==> src/rtl/core/cabac_pkg.sv <==
package cabac_pkg;

   localparam int DEF_NUM_CONTEXTS = 256;
   localparam int DEF_BUFFER_BITS  = 32;

   localparam logic [8:0] FULL_RANGE  = 9'd510;
   localparam logic [8:0] TERM_LPS    = 9'd2;
   localparam logic [5:0] MAX_STATE   = 6'd62;
   localparam logic [5:0] QP_RESET    = 6'd26;
   localparam logic [5:0] QP_MAX      = 6'd51;

   typedef enum logic [2:0] {
      OP_PUSH  = 3'd0,
      OP_START = 3'd1,
      OP_INIT  = 3'd2,
      OP_LOAD  = 3'd3,
      OP_CTX   = 3'd4,
      OP_BYP   = 3'd5,
      OP_TERM  = 3'd6
   } op_type;

   localparam logic [1:0] ST_OK      = 2'd0;
   localparam logic [1:0] ST_STARVED = 2'd1;
   localparam logic [1:0] ST_FULL    = 2'd2;

   // Commands from the controller to the datapath.
   typedef struct packed {
      logic capture;
      logic commit;
   } ctrl_cmd_type;

   // Status from the datapath to the controller.
   typedef struct packed {
      logic slot_free;
   } dp_stat_type;

   localparam logic [7:0] LPS_TABLE [0:62][0:3] = '{
      '{8'd128,8'd176,8'd208,8'd240},'{8'd128,8'd167,8'd197,8'd227},
      '{8'd128,8'd158,8'd187,8'd216},'{8'd123,8'd150,8'd178,8'd205},
      '{8'd116,8'd142,8'd169,8'd195},'{8'd111,8'd135,8'd160,8'd185},
      '{8'd105,8'd128,8'd152,8'd175},'{8'd100,8'd122,8'd144,8'd166},
      '{8'd95,8'd116,8'd137,8'd158},'{8'd90,8'd110,8'd130,8'd150},
      '{8'd85,8'd104,8'd123,8'd142},'{8'd81,8'd99,8'd117,8'd135},
      '{8'd77,8'd94,8'd111,8'd128},'{8'd73,8'd89,8'd105,8'd122},
      '{8'd69,8'd85,8'd100,8'd116},'{8'd66,8'd80,8'd95,8'd110},
      '{8'd62,8'd76,8'd90,8'd104},'{8'd59,8'd72,8'd86,8'd99},
      '{8'd56,8'd69,8'd81,8'd94},'{8'd53,8'd65,8'd77,8'd89},
      '{8'd51,8'd62,8'd73,8'd85},'{8'd48,8'd59,8'd69,8'd80},
      '{8'd46,8'd56,8'd66,8'd76},'{8'd43,8'd53,8'd63,8'd72},
      '{8'd41,8'd50,8'd59,8'd69},'{8'd39,8'd48,8'd56,8'd65},
      '{8'd37,8'd45,8'd54,8'd62},'{8'd35,8'd43,8'd51,8'd59},
      '{8'd33,8'd41,8'd48,8'd56},'{8'd32,8'd39,8'd46,8'd53},
      '{8'd30,8'd37,8'd43,8'd50},'{8'd29,8'd35,8'd41,8'd48},
      '{8'd27,8'd33,8'd39,8'd45},'{8'd26,8'd31,8'd37,8'd43},
      '{8'd24,8'd30,8'd35,8'd41},'{8'd23,8'd28,8'd33,8'd39},
      '{8'd22,8'd27,8'd32,8'd37},'{8'd21,8'd26,8'd30,8'd35},
      '{8'd20,8'd24,8'd29,8'd33},'{8'd19,8'd23,8'd27,8'd31},
      '{8'd18,8'd22,8'd26,8'd30},'{8'd17,8'd21,8'd25,8'd28},
      '{8'd16,8'd20,8'd23,8'd27},'{8'd15,8'd19,8'd22,8'd25},
      '{8'd14,8'd18,8'd21,8'd24},'{8'd14,8'd17,8'd20,8'd23},
      '{8'd13,8'd16,8'd19,8'd22},'{8'd12,8'd15,8'd18,8'd21},
      '{8'd12,8'd14,8'd17,8'd20},'{8'd11,8'd14,8'd16,8'd19},
      '{8'd11,8'd13,8'd15,8'd18},'{8'd10,8'd12,8'd15,8'd17},
      '{8'd10,8'd12,8'd14,8'd16},'{8'd9,8'd11,8'd13,8'd15},
      '{8'd9,8'd11,8'd12,8'd14},'{8'd8,8'd10,8'd12,8'd14},
      '{8'd8,8'd9,8'd11,8'd13},'{8'd7,8'd9,8'd11,8'd12},
      '{8'd7,8'd9,8'd10,8'd12},'{8'd7,8'd8,8'd10,8'd11},
      '{8'd6,8'd8,8'd9,8'd11},'{8'd6,8'd7,8'd9,8'd10},
      '{8'd6,8'd7,8'd8,8'd9}
   };

   localparam logic [5:0] NEXT_LPS [0:62] = '{
      6'd0,6'd0,6'd1,6'd2,6'd2,6'd4,6'd4,6'd5,6'd6,6'd7,6'd8,6'd9,6'd9,6'd11,
      6'd11,6'd12,6'd13,6'd13,6'd15,6'd15,6'd16,6'd16,6'd18,6'd18,6'd19,6'd19,
      6'd21,6'd21,6'd22,6'd22,6'd23,6'd24,6'd24,6'd25,6'd26,6'd26,6'd27,6'd27,
      6'd28,6'd29,6'd29,6'd30,6'd30,6'd30,6'd31,6'd32,6'd32,6'd33,6'd33,6'd33,
      6'd34,6'd34,6'd35,6'd35,6'd35,6'd36,6'd36,6'd36,6'd37,6'd37,6'd37,6'd38,
      6'd38
   };

   // Number of left shifts that bring a 9-bit range back to 256 or above.
   function automatic logic [3:0] renorm_shifts(input logic [8:0] r);
      logic [3:0] s;
      s = 4'd9;
      for (int i = 0; i < 9; i++) begin
         if (r[i]) begin
            s = 4'(8 - i);
         end
      end
      return s;
   endfunction

endpackage

==> src/rtl/core/cabac_bin_decoder_top.sv <==
// CABAC binary arithmetic decoding engine.
// The req channel carries one command per transaction; req_tuser holds the
// opcode (push byte, start, init context, load context, context bin, bypass
// bin, terminate bin). Every command returns exactly one rsp transaction
// with the decoded bin in rsp_tdata bit 0 and a status code in rsp_tuser
// (ok, too few buffered bits with no change made, or buffer full with the
// pushed byte dropped).
// Each command is first captured, which also reads the context store, then
// committed, which computes and writes the engine update. The context store
// is a single-port-read RAM; a new command is accepted only after the
// previous one has committed. The result waits in an output register. If
// the receiver stalls, the next command is still accepted, but its commit
// waits until the result slot is free, so nothing is lost or reordered. The
// slice QP register is written through csr_wr_en/csr_wr_data; the user must
// do so only while the block is idle, which the block does not enforce.
// Reset sets range to 510, clears offset and the bit buffer, and sets slice
// QP to 26; context entries are undefined until written.
module cabac_bin_decoder_top
   import cabac_pkg::*;
#(
   parameter int NUM_CONTEXTS = DEF_NUM_CONTEXTS,
   parameter int BUFFER_BITS  = DEF_BUFFER_BITS
) (
   input  logic        clock,
   input  logic        reset,
   input  logic        req_tvalid,
   output logic        req_tready,
   // context_index[7:0], byte_value[15:8], init_value[23:16],
   // load_state[29:24], load_mps[30], zero[31]
   input  logic [31:0] req_tdata,
   // opcode[2:0]
   input  logic [2:0]  req_tuser,
   input  logic        csr_wr_en,
   input  logic [5:0]  csr_wr_data,
   output logic        rsp_tvalid,
   input  logic        rsp_tready,
   // bin_value[0], zero[7:1]
   output logic [7:0]  rsp_tdata,
   // status[1:0]
   output logic [1:0]  rsp_tuser
);

   ctrl_cmd_type cmd;
   dp_stat_type  stat;

   // Sequencer: capture, then commit when the output slot allows it.
   cabac_ctrl u_ctrl (
      .clock      (clock),
      .reset      (reset),
      .req_tvalid (req_tvalid),
      .req_tready (req_tready),
      .stat       (stat),
      .cmd        (cmd)
   );

   // Engine registers, bit buffer, context store and result register.
   cabac_dp #(
      .NUM_CONTEXTS (NUM_CONTEXTS),
      .BUFFER_BITS  (BUFFER_BITS)
   ) u_dp (
      .clock       (clock),
      .reset       (reset),
      .cmd         (cmd),
      .stat        (stat),
      .req_tdata   (req_tdata),
      .req_tuser   (req_tuser),
      .csr_wr_en   (csr_wr_en),
      .csr_wr_data (csr_wr_data),
      .rsp_tvalid  (rsp_tvalid),
      .rsp_tready  (rsp_tready),
      .rsp_tdata   (rsp_tdata),
      .rsp_tuser   (rsp_tuser)
   );

endmodule

==> src/rtl/core/cabac_ram.sv <==
module cabac_ram #(
   parameter int WIDTH = 7,
   parameter int DEPTH = 256
) (
   input  logic                     clock,
   input  logic                     wr_en,
   input  logic [$clog2(DEPTH)-1:0] wr_addr,
   input  logic [WIDTH-1:0]         wr_data,
   input  logic                     rd_en,
   input  logic [$clog2(DEPTH)-1:0] rd_addr,
   output logic [WIDTH-1:0]         rd_data
);

   logic [WIDTH-1:0] mem [DEPTH];
   logic [WIDTH-1:0] rd_data_ff;

   always_ff @(posedge clock) begin
      if (wr_en) begin
         mem[wr_addr] <= wr_data;
      end
      if (rd_en) begin
         rd_data_ff <= mem[rd_addr];
      end
   end

   assign rd_data = rd_data_ff;

endmodule

==> src/rtl/core/cabac_ctrl.sv <==
module cabac_ctrl
   import cabac_pkg::*;
(
   input  logic         clock,
   input  logic         reset,
   input  logic         req_tvalid,
   output logic         req_tready,
   input  dp_stat_type  stat,
   output ctrl_cmd_type cmd
);

   typedef enum logic [1:0] {
      S_IDLE = 2'b01,
      S_EXEC = 2'b10
   } state_type;

   state_type state_ff, state_in;

   always_comb begin
      state_in   = state_ff;
      req_tready = 1'b0;
      cmd        = '0;
      case (state_ff)
         S_IDLE: begin
            req_tready  = 1'b1;
            cmd.capture = req_tvalid;
            if (req_tvalid) begin
               state_in = S_EXEC;
            end
         end
         S_EXEC: begin
            // The context read is back; finish once the result slot is free.
            if (stat.slot_free) begin
               cmd.commit = 1'b1;
               state_in   = S_IDLE;
            end
         end
         default: begin
            state_in = S_IDLE;
         end
      endcase
   end

   always_ff @(posedge clock) begin
      if (reset) begin
         state_ff <= S_IDLE;
      end else begin
         state_ff <= state_in;
      end
   end

endmodule

==> src/rtl/core/cabac_dp.sv <==
module cabac_dp
   import cabac_pkg::*;
#(
   parameter int NUM_CONTEXTS = DEF_NUM_CONTEXTS,
   parameter int BUFFER_BITS  = DEF_BUFFER_BITS
) (
   input  logic         clock,
   input  logic         reset,
   input  ctrl_cmd_type cmd,
   output dp_stat_type  stat,
   input  logic [31:0]  req_tdata,
   input  logic [2:0]   req_tuser,
   input  logic         csr_wr_en,
   input  logic [5:0]   csr_wr_data,
   output logic         rsp_tvalid,
   input  logic         rsp_tready,
   output logic [7:0]   rsp_tdata,
   output logic [1:0]   rsp_tuser
);

   localparam int AW = $clog2(NUM_CONTEXTS);
   localparam int CW = $clog2(BUFFER_BITS + 1);

   // Captured item.
   op_type           op_ff;
   logic [AW-1:0]    addr_ff;
   logic [7:0]       byte_ff;
   logic [7:0]       init_ff;
   logic [5:0]       lstate_ff;
   logic             lmps_ff;

   // Engine state.
   logic [5:0]             qp_ff;
   logic [8:0]             range_ff, range_in;
   logic [8:0]             off_ff, off_in;
   logic [BUFFER_BITS-1:0] buf_ff, buf_in;
   logic [CW-1:0]          cnt_ff, cnt_in;

   // Result register.
   logic       rsp_valid_ff, rsp_valid_in;
   logic       bin_ff, bin_in;
   logic [1:0] status_ff, status_in;

   logic          mem_we;
   logic [6:0]    mem_wdata;
   logic [6:0]    mem_rdata;
   logic [9:0]    ci_ext;
   logic [AW-1:0] rd_addr;

   // Context index modulo the store depth; the index is below twice the depth.
   always_comb begin
      ci_ext = {2'b00, req_tdata[7:0]};
      if (ci_ext >= 10'(NUM_CONTEXTS)) begin
         ci_ext = ci_ext - 10'(NUM_CONTEXTS);
      end
      rd_addr = ci_ext[AW-1:0];
   end

   cabac_ram #(
      .WIDTH (7),
      .DEPTH (NUM_CONTEXTS)
   ) u_ctx_ram (
      .clock   (clock),
      .wr_en   (mem_we),
      .wr_addr (addr_ff),
      .wr_data (mem_wdata),
      .rd_en   (cmd.capture),
      .rd_addr (rd_addr),
      .rd_data (mem_rdata)
   );

   // Next 9 stream bits, MSB first, zero padded when fewer are buffered.
   logic [BUFFER_BITS+8:0] wide;
   logic [8:0]             win;
   assign wide = {buf_ff, 9'b0} >> cnt_ff;
   assign win  = wide[8:0];

   // Context decode.
   logic [5:0]  c_st, c_st_new;
   logic        c_mps, c_mps_new, c_lps_path;
   logic [7:0]  c_lps;
   logic [8:0]  c_rmps, c_r, c_off;
   logic [3:0]  c_need;

   // Context initialisation.
   logic [7:0]         m_u, n_u;
   logic [5:0]         qpc;
   logic signed [12:0] m13, qp13, prod, q13, pre;
   logic [6:0]         pre7;
   logic               i_mps;
   logic [5:0]         i_st;

   // Terminate and bypass.
   logic [8:0]  t_r;
   logic        t_need;
   logic [9:0]  b_off;

   logic [3:0]  take;
   logic [CW:0] push_cnt;

   always_comb begin
      c_st       = (mem_rdata[5:0] > MAX_STATE) ? MAX_STATE : mem_rdata[5:0];
      c_mps      = mem_rdata[6];
      c_lps      = LPS_TABLE[c_st][range_ff[7:6]];
      c_rmps     = range_ff - {1'b0, c_lps};
      c_lps_path = off_ff >= c_rmps;
      c_r        = c_lps_path ? {1'b0, c_lps} : c_rmps;
      c_off      = c_lps_path ? (off_ff - c_rmps) : off_ff;
      c_need     = renorm_shifts(c_r);
      if (c_lps_path) begin
         c_mps_new = (c_st == 6'd0) ? ~c_mps : c_mps;
         c_st_new  = NEXT_LPS[c_st];
      end else begin
         c_mps_new = c_mps;
         c_st_new  = (c_st < MAX_STATE) ? c_st + 6'd1 : c_st;
      end

      m_u  = {4'b0, init_ff[7:4]} * 8'd5 - 8'd45;
      n_u  = {1'b0, init_ff[3:0], 3'b0} - 8'd16;
      qpc  = (qp_ff > QP_MAX) ? QP_MAX : qp_ff;
      m13  = 13'(signed'(m_u));
      qp13 = signed'({7'b0, qpc});
      prod = m13 * qp13;
      q13  = prod >>> 4;
      pre  = q13 + 13'(signed'(n_u));
      if (pre < 13'sd1) begin
         pre7 = 7'd1;
      end else if (pre > 13'sd126) begin
         pre7 = 7'd126;
      end else begin
         pre7 = pre[6:0];
      end
      i_mps = pre7 > 7'd63;
      i_st  = i_mps ? 6'(pre7 - 7'd64) : 6'(7'd63 - pre7);

      t_r    = range_ff - TERM_LPS;
      t_need = ~t_r[8];
      b_off  = {off_ff, win[8]};

      push_cnt = {1'b0, cnt_ff} + (CW+1)'(8);
   end

   always_comb begin
      range_in  = range_ff;
      off_in    = off_ff;
      buf_in    = buf_ff;
      cnt_in    = cnt_ff;
      bin_in    = 1'b0;
      status_in = ST_OK;
      mem_we    = 1'b0;
      mem_wdata = '0;
      take      = 4'd0;
      case (op_ff)
         OP_PUSH: begin
            if (push_cnt > (CW+1)'(BUFFER_BITS)) begin
               status_in = ST_FULL;
            end else begin
               buf_in = {buf_ff[BUFFER_BITS-9:0], byte_ff};
               cnt_in = push_cnt[CW-1:0];
            end
         end
         OP_START: begin
            if (cnt_ff < CW'(9)) begin
               status_in = ST_STARVED;
            end else begin
               range_in = FULL_RANGE;
               off_in   = win;
               take     = 4'd9;
            end
         end
         OP_INIT: begin
            mem_we    = 1'b1;
            mem_wdata = {i_mps, i_st};
         end
         OP_LOAD: begin
            mem_we    = 1'b1;
            mem_wdata = {lmps_ff, (lstate_ff > MAX_STATE) ? MAX_STATE : lstate_ff};
         end
         OP_CTX: begin
            if (range_ff[8]) begin
               if (CW'(c_need) > cnt_ff) begin
                  status_in = ST_STARVED;
               end else begin
                  mem_we    = 1'b1;
                  mem_wdata = {c_mps_new, c_st_new};
                  range_in  = 9'(c_r << c_need);
                  off_in    = 9'({c_off, win} >> (4'd9 - c_need));
                  bin_in    = c_mps ^ c_lps_path;
                  take      = c_need;
               end
            end
         end
         OP_BYP: begin
            if (range_ff[8]) begin
               if (cnt_ff == '0) begin
                  status_in = ST_STARVED;
               end else begin
                  take = 4'd1;
                  if (b_off >= {1'b0, range_ff}) begin
                     bin_in = 1'b1;
                     off_in = 9'(b_off - {1'b0, range_ff});
                  end else begin
                     off_in = b_off[8:0];
                  end
               end
            end
         end
         OP_TERM: begin
            if (range_ff[8]) begin
               if (off_ff >= t_r) begin
                  range_in = t_r;
                  bin_in   = 1'b1;
               end else if (t_need && (cnt_ff == '0)) begin
                  status_in = ST_STARVED;
               end else if (t_need) begin
                  range_in = {t_r[7:0], 1'b0};
                  off_in   = {off_ff[7:0], win[8]};
                  take     = 4'd1;
               end else begin
                  range_in = t_r;
               end
            end
         end
         default: begin
         end
      endcase
      if (take != 4'd0) begin
         cnt_in = cnt_ff - CW'(take);
         buf_in = buf_ff & ~({BUFFER_BITS{1'b1}} << cnt_in);
      end
      if (!cmd.commit) begin
         mem_we = 1'b0;
      end
   end

   assign stat.slot_free = ~rsp_valid_ff | rsp_tready;

   always_comb begin
      if (cmd.commit) begin
         rsp_valid_in = 1'b1;
      end else if (rsp_tready) begin
         rsp_valid_in = 1'b0;
      end else begin
         rsp_valid_in = rsp_valid_ff;
      end
   end

   always_ff @(posedge clock) begin
      if (cmd.capture) begin
         op_ff     <= op_type'(req_tuser);
         addr_ff   <= rd_addr;
         byte_ff   <= req_tdata[15:8];
         init_ff   <= req_tdata[23:16];
         lstate_ff <= req_tdata[29:24];
         lmps_ff   <= req_tdata[30];
      end
      if (cmd.commit) begin
         bin_ff    <= bin_in;
         status_ff <= status_in;
      end
   end

   always_ff @(posedge clock) begin
      if (reset) begin
         qp_ff        <= QP_RESET;
         range_ff     <= FULL_RANGE;
         off_ff       <= '0;
         buf_ff       <= '0;
         cnt_ff       <= '0;
         rsp_valid_ff <= 1'b0;
      end else begin
         if (csr_wr_en) begin
            qp_ff <= csr_wr_data;
         end
         if (cmd.commit) begin
            range_ff <= range_in;
            off_ff   <= off_in;
            buf_ff   <= buf_in;
            cnt_ff   <= cnt_in;
         end
         rsp_valid_ff <= rsp_valid_in;
      end
   end

   assign rsp_tvalid = rsp_valid_ff;
   assign rsp_tdata  = {7'b0, bin_ff};
   assign rsp_tuser  = status_ff;

   a_cnt_bound: assert property (@(posedge clock) disable iff (reset)
      cnt_ff <= CW'(BUFFER_BITS))
      else $error("bit count exceeds buffer size");

   a_buf_clean: assert property (@(posedge clock) disable iff (reset)
      (buf_ff & ({BUFFER_BITS{1'b1}} << cnt_ff)) == '0)
      else $error("stale bits above the bit count");

   a_commit_rsp: assert property (@(posedge clock) disable iff (reset)
      cmd.commit |=> rsp_tvalid)
      else $error("committed item produced no result");

   a_starved_hold: assert property (@(posedge clock) disable iff (reset)
      (cmd.commit && status_in == ST_STARVED) |=>
         ($stable(range_ff) && $stable(off_ff) && $stable(cnt_ff)))
      else $error("starved transaction changed engine state");

   a_ctx_norm: assert property (@(posedge clock) disable iff (reset)
      (cmd.commit && op_ff == OP_CTX && range_ff[8] && status_in == ST_OK)
         |=> range_ff[8])
      else $error("range not renormalized after context bin");

endmodule
==> config.mk <==
export PLATFORM = sky130hd
export DESIGN_NAME = cabac_bin_decoder_top
export DESIGN_NICKNAME = d
export VERILOG_FILES = /design/src/rtl/core/cabac_pkg.sv /design/src/rtl/core/cabac_bin_decoder_top.sv /design/src/rtl/core/cabac_ram.sv /design/src/rtl/core/cabac_ctrl.sv /design/src/rtl/core/cabac_dp.sv
export SDC_FILE = /design/constraint.sdc
export NUM_CORES = 2
export LEC_CHECK = 0
export BUFFER_PORTS_ARGS = -buffer_cell sky130_fd_sc_hd__buf_2
export CELL_PAD_IN_SITES_DETAIL_PLACEMENT = 0
export CELL_PAD_IN_SITES_GLOBAL_PLACEMENT = 1
export CORE_AREA = 2 2 434 436
export CTS_CLUSTER_DIAMETER = 40
export DETAILED_ROUTE_END_ITERATION = 8
export DIE_AREA = 0 0 436 438
export HOLD_SLACK_MARGIN = 0.06
export PLACE_DENSITY = 0.74
export SYNTH_ARGS = -nofsm -noshare
export SYNTH_HDL_FRONTEND = slang
export SYNTH_SLANG_ARGS = --single-unit
==> constraint.sdc <==
create_clock -name clock -period 35.1 [get_ports clock]
set_input_delay 0 -clock clock [delete_from_list [all_inputs] [get_ports clock]]
set_output_delay 0 -clock clock [all_outputs]
set_load 0.005 [all_outputs]
Word-level counts from Yosys, hierarchy flattened
Memories as Yosys holds them, arrays and structs flattened. A register that Yosys moved wholly into a read port is not among the register bits.
Index checks and enable logic that the tools add are counted.
{"block": "classes", "n_lt_le_gt_ge": 15, "eq_ne": 21, "add_sub_neg": 13, "n_mux": 99, "mul": 2, "n_shift": 4, "n_reduce_logical": 15, "bitwise": 9}
{"operator": "$mux W9", "count": 19}
{"operator": "$mux W32", "count": 5}
{"operator": "$mux W6", "count": 11}
{"operator": "$mux W4", "count": 15}
{"operator": "$shr A41 B6 Y9", "count": 1}
{"operator": "$pmux W9 S4", "count": 1}
{"operator": "$and A32 B32 Y32", "count": 1}
{"operator": "$not A32 Y32", "count": 1}
{"operator": "$shl A32 B6 Y32 const A", "count": 1}
{"operator": "$mux W7", "count": 4}
{"operator": "$mux W1", "count": 27}
{"operator": "$pmux W9 S3", "count": 1}
{"operator": "$pmux W7 S3", "count": 1}
{"operator": "$ge A9 B9 Y1", "count": 2}
{"operator": "$gt A6 B6 Y1 const B", "count": 3}
{"operator": "$ne A2 B2 Y1 const B", "count": 9}
{"operator": "$shr A18 B4 Y9", "count": 1}
{"operator": "$sub A9 B9 Y9", "count": 2}
{"operator": "$bmux W8 S2", "count": 1}
{"operator": "$mux W8", "count": 2}
{"operator": "$pmux W4 S4", "count": 1}
{"operator": "$gt A7 B6 Y1 const B", "count": 2}
{"operator": "$mux W2", "count": 7}
{"operator": "$gt A13 B8 Y1 const B", "count": 1}
{"operator": "other kinds (48)", "count": 59}
{"block": "totals", "romBits": 2432, "memories": 3, "output_inout_bits": 12, "mem_bits_rw": 1792, "word_cells": 197, "register_bits": 102}
{"memory": "(name not given)", "words": 64, "word_bits": 32, "rd": 1, "rd_clocked_by_memory_dff": 0, "write_ports": 0, "line_no": "cabac_dp.sv:104", "text": "c_lps = LPS_TABLE[c_st][range_ff[7:6]];"}
{"memory": "u_dp.u_ctx_ram.mem", "words": 256, "word_bits": 7, "rd": 1, "rd_clocked_by_memory_dff": 1, "write_ports": 1, "line_no": "cabac_ram.sv:14", "text": "logic [WIDTH-1:0] mem [DEPTH];"}
{"memory": "(name not given)", "words": 64, "word_bits": 6, "rd": 1, "rd_clocked_by_memory_dff": 0, "write_ports": 0, "line_no": "cabac_dp.sv:112", "text": "c_st_new = NEXT_LPS[c_st];"}

Longest topological paths before layout
{"block": "depth", "word_depth": 30, "mapped_depth": 57}

Hierarchy
From an unflattened synthesis, not the netlist that was laid out.
{"block": "unflattened", "hier_cells": 5254, "area_unflattened_um2": 84657.4}
{"mod": "cabac_ram", "cells_each": 3381, "area_per_inst_um2": 70267.4, "instances": 1, "seq_area_each_um2": 54021.8}
{"mod": "cabac_dp", "cells_each": 1864, "area_per_inst_um2": 14295.0, "instances": 1, "seq_area_each_um2": 2372.3}
{"mod": "cabac_ctrl", "cells_each": 9, "area_per_inst_um2": 95.1, "instances": 1, "seq_area_each_um2": 40.0}

Worst setup path before layout
No wires, ideal clock.
{"block": "synth_path", "path_type": "reg2reg", "startpoint": "register u_dp.u_ctx_ram.rd_data_ff[2], in the netlist u_dp.u_ctx_ram.rd_data[2] (read register of u_dp.u_ctx_ram.mem)", "endpoint": "memory u_dp.u_ctx_ram.mem[0][2], data pin", "setup_time_ps": 2261, "path_buffers": 7, "setup_slack_ps": 14270, "path_stages_with_launch": 37, "synth_period_minus_slack_ps": 20830, "arrival_time_ps": 18569, "cell_sequence": "edfxtp_1 -> buf_4 -> buf_4 -> buf_6 -> buf_2 -> nand3_1 -> nand2_1 -> inv_1 -> ha_1 -> buf_2 -> inv_1 -> mux4_2 -> a2111o_1 -> o311ai_1 -> nor3b_1 -> ha_1 -> nor2b_1 -> o2111ai_1 -> a211oi_1 -> nor4bb_1 -> inv_1 -> ha_1 -> a21oi_1 -> o21ai_0 -> a21oi_1 -> and2_0 -> a31oi_1 -> o41ai_4 -> clkbuf_1 -> ha_1 -> nor2b_1 -> o21a_1 -> o21a_1 -> o211ai_1 -> nand3_1 -> clkbuf_1 -> o32ai_1"}
{"block": "synth_via", "elab_chain_len": 25, "elab_cells_between_ends": 32, "cone_classes": "2 x add/sub; 4 x order compare; 23 x mux; 1 x bitwise; 2 x memory"}
{"element": "start: declaration", "line_no": "cabac_ram.sv:15", "text": "logic [WIDTH-1:0] rd_data_ff;"}
{"element": "$gt A6 B6 Y1", "line_no": "cabac_dp.sv:102", "text": "c_st = (mem_rdata[5:0] > MAX_STATE) ? MAX_STATE : mem_rdata[5:0];"}
{"element": "$mux W6 *", "line_no": "cabac_dp.sv:102"}
{"element": "$not A6 Y7 (implied by the code)", "line_no": "cabac_dp.sv:104, cabac_dp.sv:112"}
{"element": "$mem_v2 Z64 W32"}
{"element": "$mux W32 (implied by the code) (2 in a row)", "line_no": "cabac_dp.sv:104"}
{"element": "$bmux W8 S2", "line_no": "cabac_dp.sv:104"}
{"element": "$mux W8 (implied by the code) (2 in a row)", "line_no": "cabac_dp.sv:104"}
{"element": "$sub A9 B8 Y9", "line_no": "cabac_dp.sv:105", "text": "c_rmps = range_ff - {1'b0, c_lps};"}
{"element": "$ge A9 B9 Y1", "line_no": "cabac_dp.sv:106", "text": "c_lps_path = off_ff >= c_rmps;"}
{"element": "$mux W9", "line_no": "cabac_dp.sv:107", "text": "c_r = c_lps_path ? {1'b0, c_lps} : c_rmps;"}
{"element": "$mux W1", "line_no": "cabac_pkg.sv:86", "text": "if (r[i]) begin"}
{"element": "$mux W4 (8 in a row)", "line_no": "cabac_pkg.sv:86"}
{"element": "$gt A4 B6 Y1", "line_no": "cabac_dp.sv:181", "text": "if (CW'(c_need) > cnt_ff) begin"}
{"element": "$mux W7 *", "line_no": "cabac_dp.sv:181"}
{"element": "$mux W7 *", "line_no": "cabac_dp.sv:180", "text": "if (range_ff[8]) begin"}
{"element": "$pmux W7 S3 *", "line_no": "cabac_dp.sv:153", "text": "case (op_ff)"}
{"element": "via u_dp.mem_wdata[2]", "line_no": "cabac_dp.sv:45", "text": "logic [6:0] mem_wdata;"}
{"element": "end: declaration", "line_no": "cabac_ram.sv:14"}
Mark *: on every way through the listed nets, which the timed path passes. The rest lies on a longest branch. The select of a mux whose other input is x is not followed.

Final worst setup path
{"block": "layout_path", "startpoint": "register u_dp.u_ctx_ram.rd_data_ff[4], in the netlist u_dp.u_ctx_ram.rd_data[4] (read register of u_dp.u_ctx_ram.mem)", "endpoint": "memory u_dp.u_ctx_ram.mem[77][5], data pin"}
Same word-level chain as after synthesis.

==> results.md <==
- Remaining DRCs: 0
- TritonCTS clock tree: built
- Metal-1 WL: 83.1 mm
- I/O Buffers: 49
- CP dominant cell by count: buf_4
- Initial antenna violation count: 1
- All-Layer GR Usage: between 20% and 30%
- Cts repair resizes: 0
- Most frequent cells in the layout: edfxtp_1, mux4_2, nor2_1
- DR pass1 iterations: 6
- Die height: 438 um
- Commonest non-fill, non-tap cell in the layout: edfxtp_1
- Pwr/cell area: 73.1 nW/um2
- Vias in the first global route: 45600
- IO Pins: 58
- RSZ-0062 raised after global routing: no
- Final Power: ~7 mW
- Final worst-path cycle share: 42.7%
- Final Setup Violations: 0
- Cts hold-fix bufs: 82
- WL final: 198 mm
- Clock buffer count from CTS: 217
- Setup TNS: 0 ns
- Post-synthesis area per instance: around 18 um2
- Die X: ~440 um
- Worst Setup Path Type: reg2reg
- Mapped Cells: around 4700
- Dpl hpwl: 123 mm
- Setup repair bufs after CTS: 0
- Core Region: around 190000 um2
- Fillers: roughly 15000
- Max Cap Viol: 0
- Finished Cell Area: 94600 um2
- Critical path arrival: 15.45 ns
- H-tree level count: 4
- Die area: 191000 um2
- Tmin final: 15.01 ns
- Outcome: finished, final reports clean
- Drt wl/cell: 26.3 um
- Clock slew at reported path FFs: 0.06 ns
- Yosys warnings: 0
- Crit-path max FO: 92
- Max Freq: 0.0666 GHz
- Clk buf depth: 3
- Leakage: 30.3 nW
- Via/cell ratio: 5.97
- Register bit total from synthesis: 1901
- Int Power: between 4 and 5 mW
- Switch Pwr: 2.08 mW
- Final Hold Vio Count: 0
- Cell Rows: 159
- Post-route ant nets: 0
- Max IR drop VDD: 0.126 mV
- Reg area: 56400 um2
- Share of layout cells above drive strength 1: 22.8%
- Post-Syn Area: between 80000 and 90000 um2
- Met3 WL post-DR: 12.9 mm
- Startpoint types: flip-flop
- Seq/Total Area, Yosys: between 60 and 70%
- Final clock skew: roughly 0.095 ns
- Area growth, synth to finish: 13.2%
- Worst Path Required: 35.55 ns
- Slowest stage delay, CP: 0.87 ns
- Worst skew pair latency: 0.85 ns
- Uppermost routed layer: met5
- CTS root buf: clkbuf_16
- Gr ovfl total: 0
- Crit end category: flip-flop
- Dpl cell area: between 80000 and 90000 um2
- Switching power as a share of total power: 30.1%
- Starting DRT DRC Count: 5137
- Flop pwr share: 44.8%
- Initial Util: 44.8%
- Fraction of registers with async set/reset: 0%
- CTS Sinks: around 1900
- Footprint of the multi-input gates: 25500 um2
- Worst min path class: in2reg
- Comb pwr share: about 22%
- Clock share of power: 32.8%
- Cell variety after synth: 106
- GPL Wtd Cong: 0.872
- Pin slew with the least headroom to its limit: 1.29 ns
- Met2 routed WL: 97.7 mm
- Pins over their slew limit: 0
- Number of flops mapped to enable cells by yosys: 1836
- Via count: 45100
- First-pass GRT wire length: 298 mm
- Main synth FF type: edfxtp_1
- Largest net degree at the start of global routing: 256
- Nets@finish: 5044
- Slew margin rel.: 14.2%
- CP max-delay cell: buf_4
final timing paths:
check        slack, ns  cells past startpoint                                  end                           startpoint
max              20.09                     37  u_dp.u_ctx_ram.mem[77][5]$_DFFE_PP_  u_dp.u_ctx_ram.rd_data[4]$_DFFE_PP_
max reg2reg      20.09                     37  u_dp.u_ctx_ram.mem[77][5]$_DFFE_PP_  u_dp.u_ctx_ram.rd_data[4]$_DFFE_PP_
min               0.15                      2            u_dp.addr_ff[7]$_DFFE_PP_                         req_tdata[7]
min reg2reg       0.49                      2         u_dp.buf_ff[24]$_SDFFE_PP0P_         u_dp.buf_ff[24]$_SDFFE_PP0P_
registers in the layout, indices dropped and copies added, names as in the netlist:
| signal | count |
|---|---|
| u_ctrl.state_ff | 2 |
| u_dp.addr_ff | 8 |
| u_dp.bin_ff | 1 |
| u_dp.buf_ff | 32 |
| u_dp.byte_ff | 8 |
| u_dp.cnt_ff | 6 |
| u_dp.init_ff | 8 |
| u_dp.lmps_ff | 1 |
| u_dp.lstate_ff | 6 |
| u_dp.off_ff | 9 |
| u_dp.op_ff | 3 |
| u_dp.qp_ff | 6 |
| u_dp.range_ff | 9 |
| u_dp.rsp_tuser | 2 |
| u_dp.rsp_tvalid | 1 |
| u_dp.u_ctx_ram.mem | 1792 |
| u_dp.u_ctx_ram.rd_data | 7 |
power by group through the flow:
stage          Sequential [mW]  Combinational (mW)  Clock, mW
5_1_grt                   3.10                1.71       2.40
3_5_place_dp              3.15                1.56          0
6_report                  3.10                1.55       2.27
4_1_cts                   3.10                1.57       2.31
3_3_place_gp              3.14                1.51          0
2_1_floorplan             3.42               0.971          0
layout make-up:
cell class,instances,share of cell area (%)
Sequential cell,1901,59.6
Inverter,115,0.456
Antenna cell,1,0.00264
Clock inverter,157,1.93
Clock buffer,249,5.86
Tap cell,2495,3.30
Timing Repair Buffer,212,1.85
Multi-Input combinational cell,2421,27.0
logic make-up after synthesis:
group	count (synthesis)	synth area share, %
adder cells (fa/ha/maj)	130	2.27
buffers and inverters	424	2.11
other	1	0.00449
multiplexers	697	17.5
AO/OA/AOI/OAI	621	4.95
AND/OR/NAND/NOR	905	4.96
XOR/XNOR	61	0.662
flip-flops	1901	67.5
synthesized netlist by cell type (16+ instances only):
cell	n	area share, %
a22oi_1	18	0.16
ha_1	94	1.4
clkbuf_1	188	0.84
buf_1	64	0.29
xor2_1	26	0.27
xnor2_1	34	0.36
buf_2	30	0.18
nor3_1	35	0.21
and2_1	30	0.22
o21ai_0	136	0.81
edfxtp_1	1836	66
nor2b_1	48	0.36
dfxtp_1	65	1.6
nand4_1	17	0.13
nand2_1	202	0.91
a21oi_1	159	0.95
nand3_1	48	0.29
nor2_1	406	1.8
o211ai_1	25	0.22
a31oi_1	23	0.17
mux2i_1	65	0.78
buf_4	19	0.17
nand2b_1	36	0.27
a211oi_1	32	0.29
mux2_2	19	0.26
fa_1	36	0.86
o22ai_1	16	0.12
mux4_2	611	16
a21o_1	28	0.25
inv_1	108	0.49
critical path: cells and delay by family, from the launching register on:
kind,cells,cell delay (ns)
flip-flops,1,0.32
AO/OA/AOI/OAI,14,3.81
adder cells (fa/ha/maj),4,1.74
buffers and inverters,9,4.40
AND/OR/NAND/NOR,10,4.02
per-stage QoR:
step / setup WS (ns) / utilization (%) / instances / hold WS (ns)
floorplan: 14.27 / - / 4746 / 0.0989
global placement: 20.73 / 46.3 / 7062 / 0.180
detailed placement: 20.56 / 46.3 / 7062 / 0.178
CTS: 20.51 / 50.7 / 7550 / 0.105
global route: 19.35 / 50.7 / 7550 / 0.117
finish: 20.09 / 50.7 / 7551 / 0.154
layer usage:
| layer | global-route usage [%] | vias up |
|---|---|---|
| met4 | 5.51 | 2 |
| met1 | 29.1 | 23700 |
| li1 | - | 19500 |
| met5 | 0 | - |
| met3 | 3.31 | 283 |
| met2 | 33.8 | 1662 |
Power figures use the tool's default switching activity.
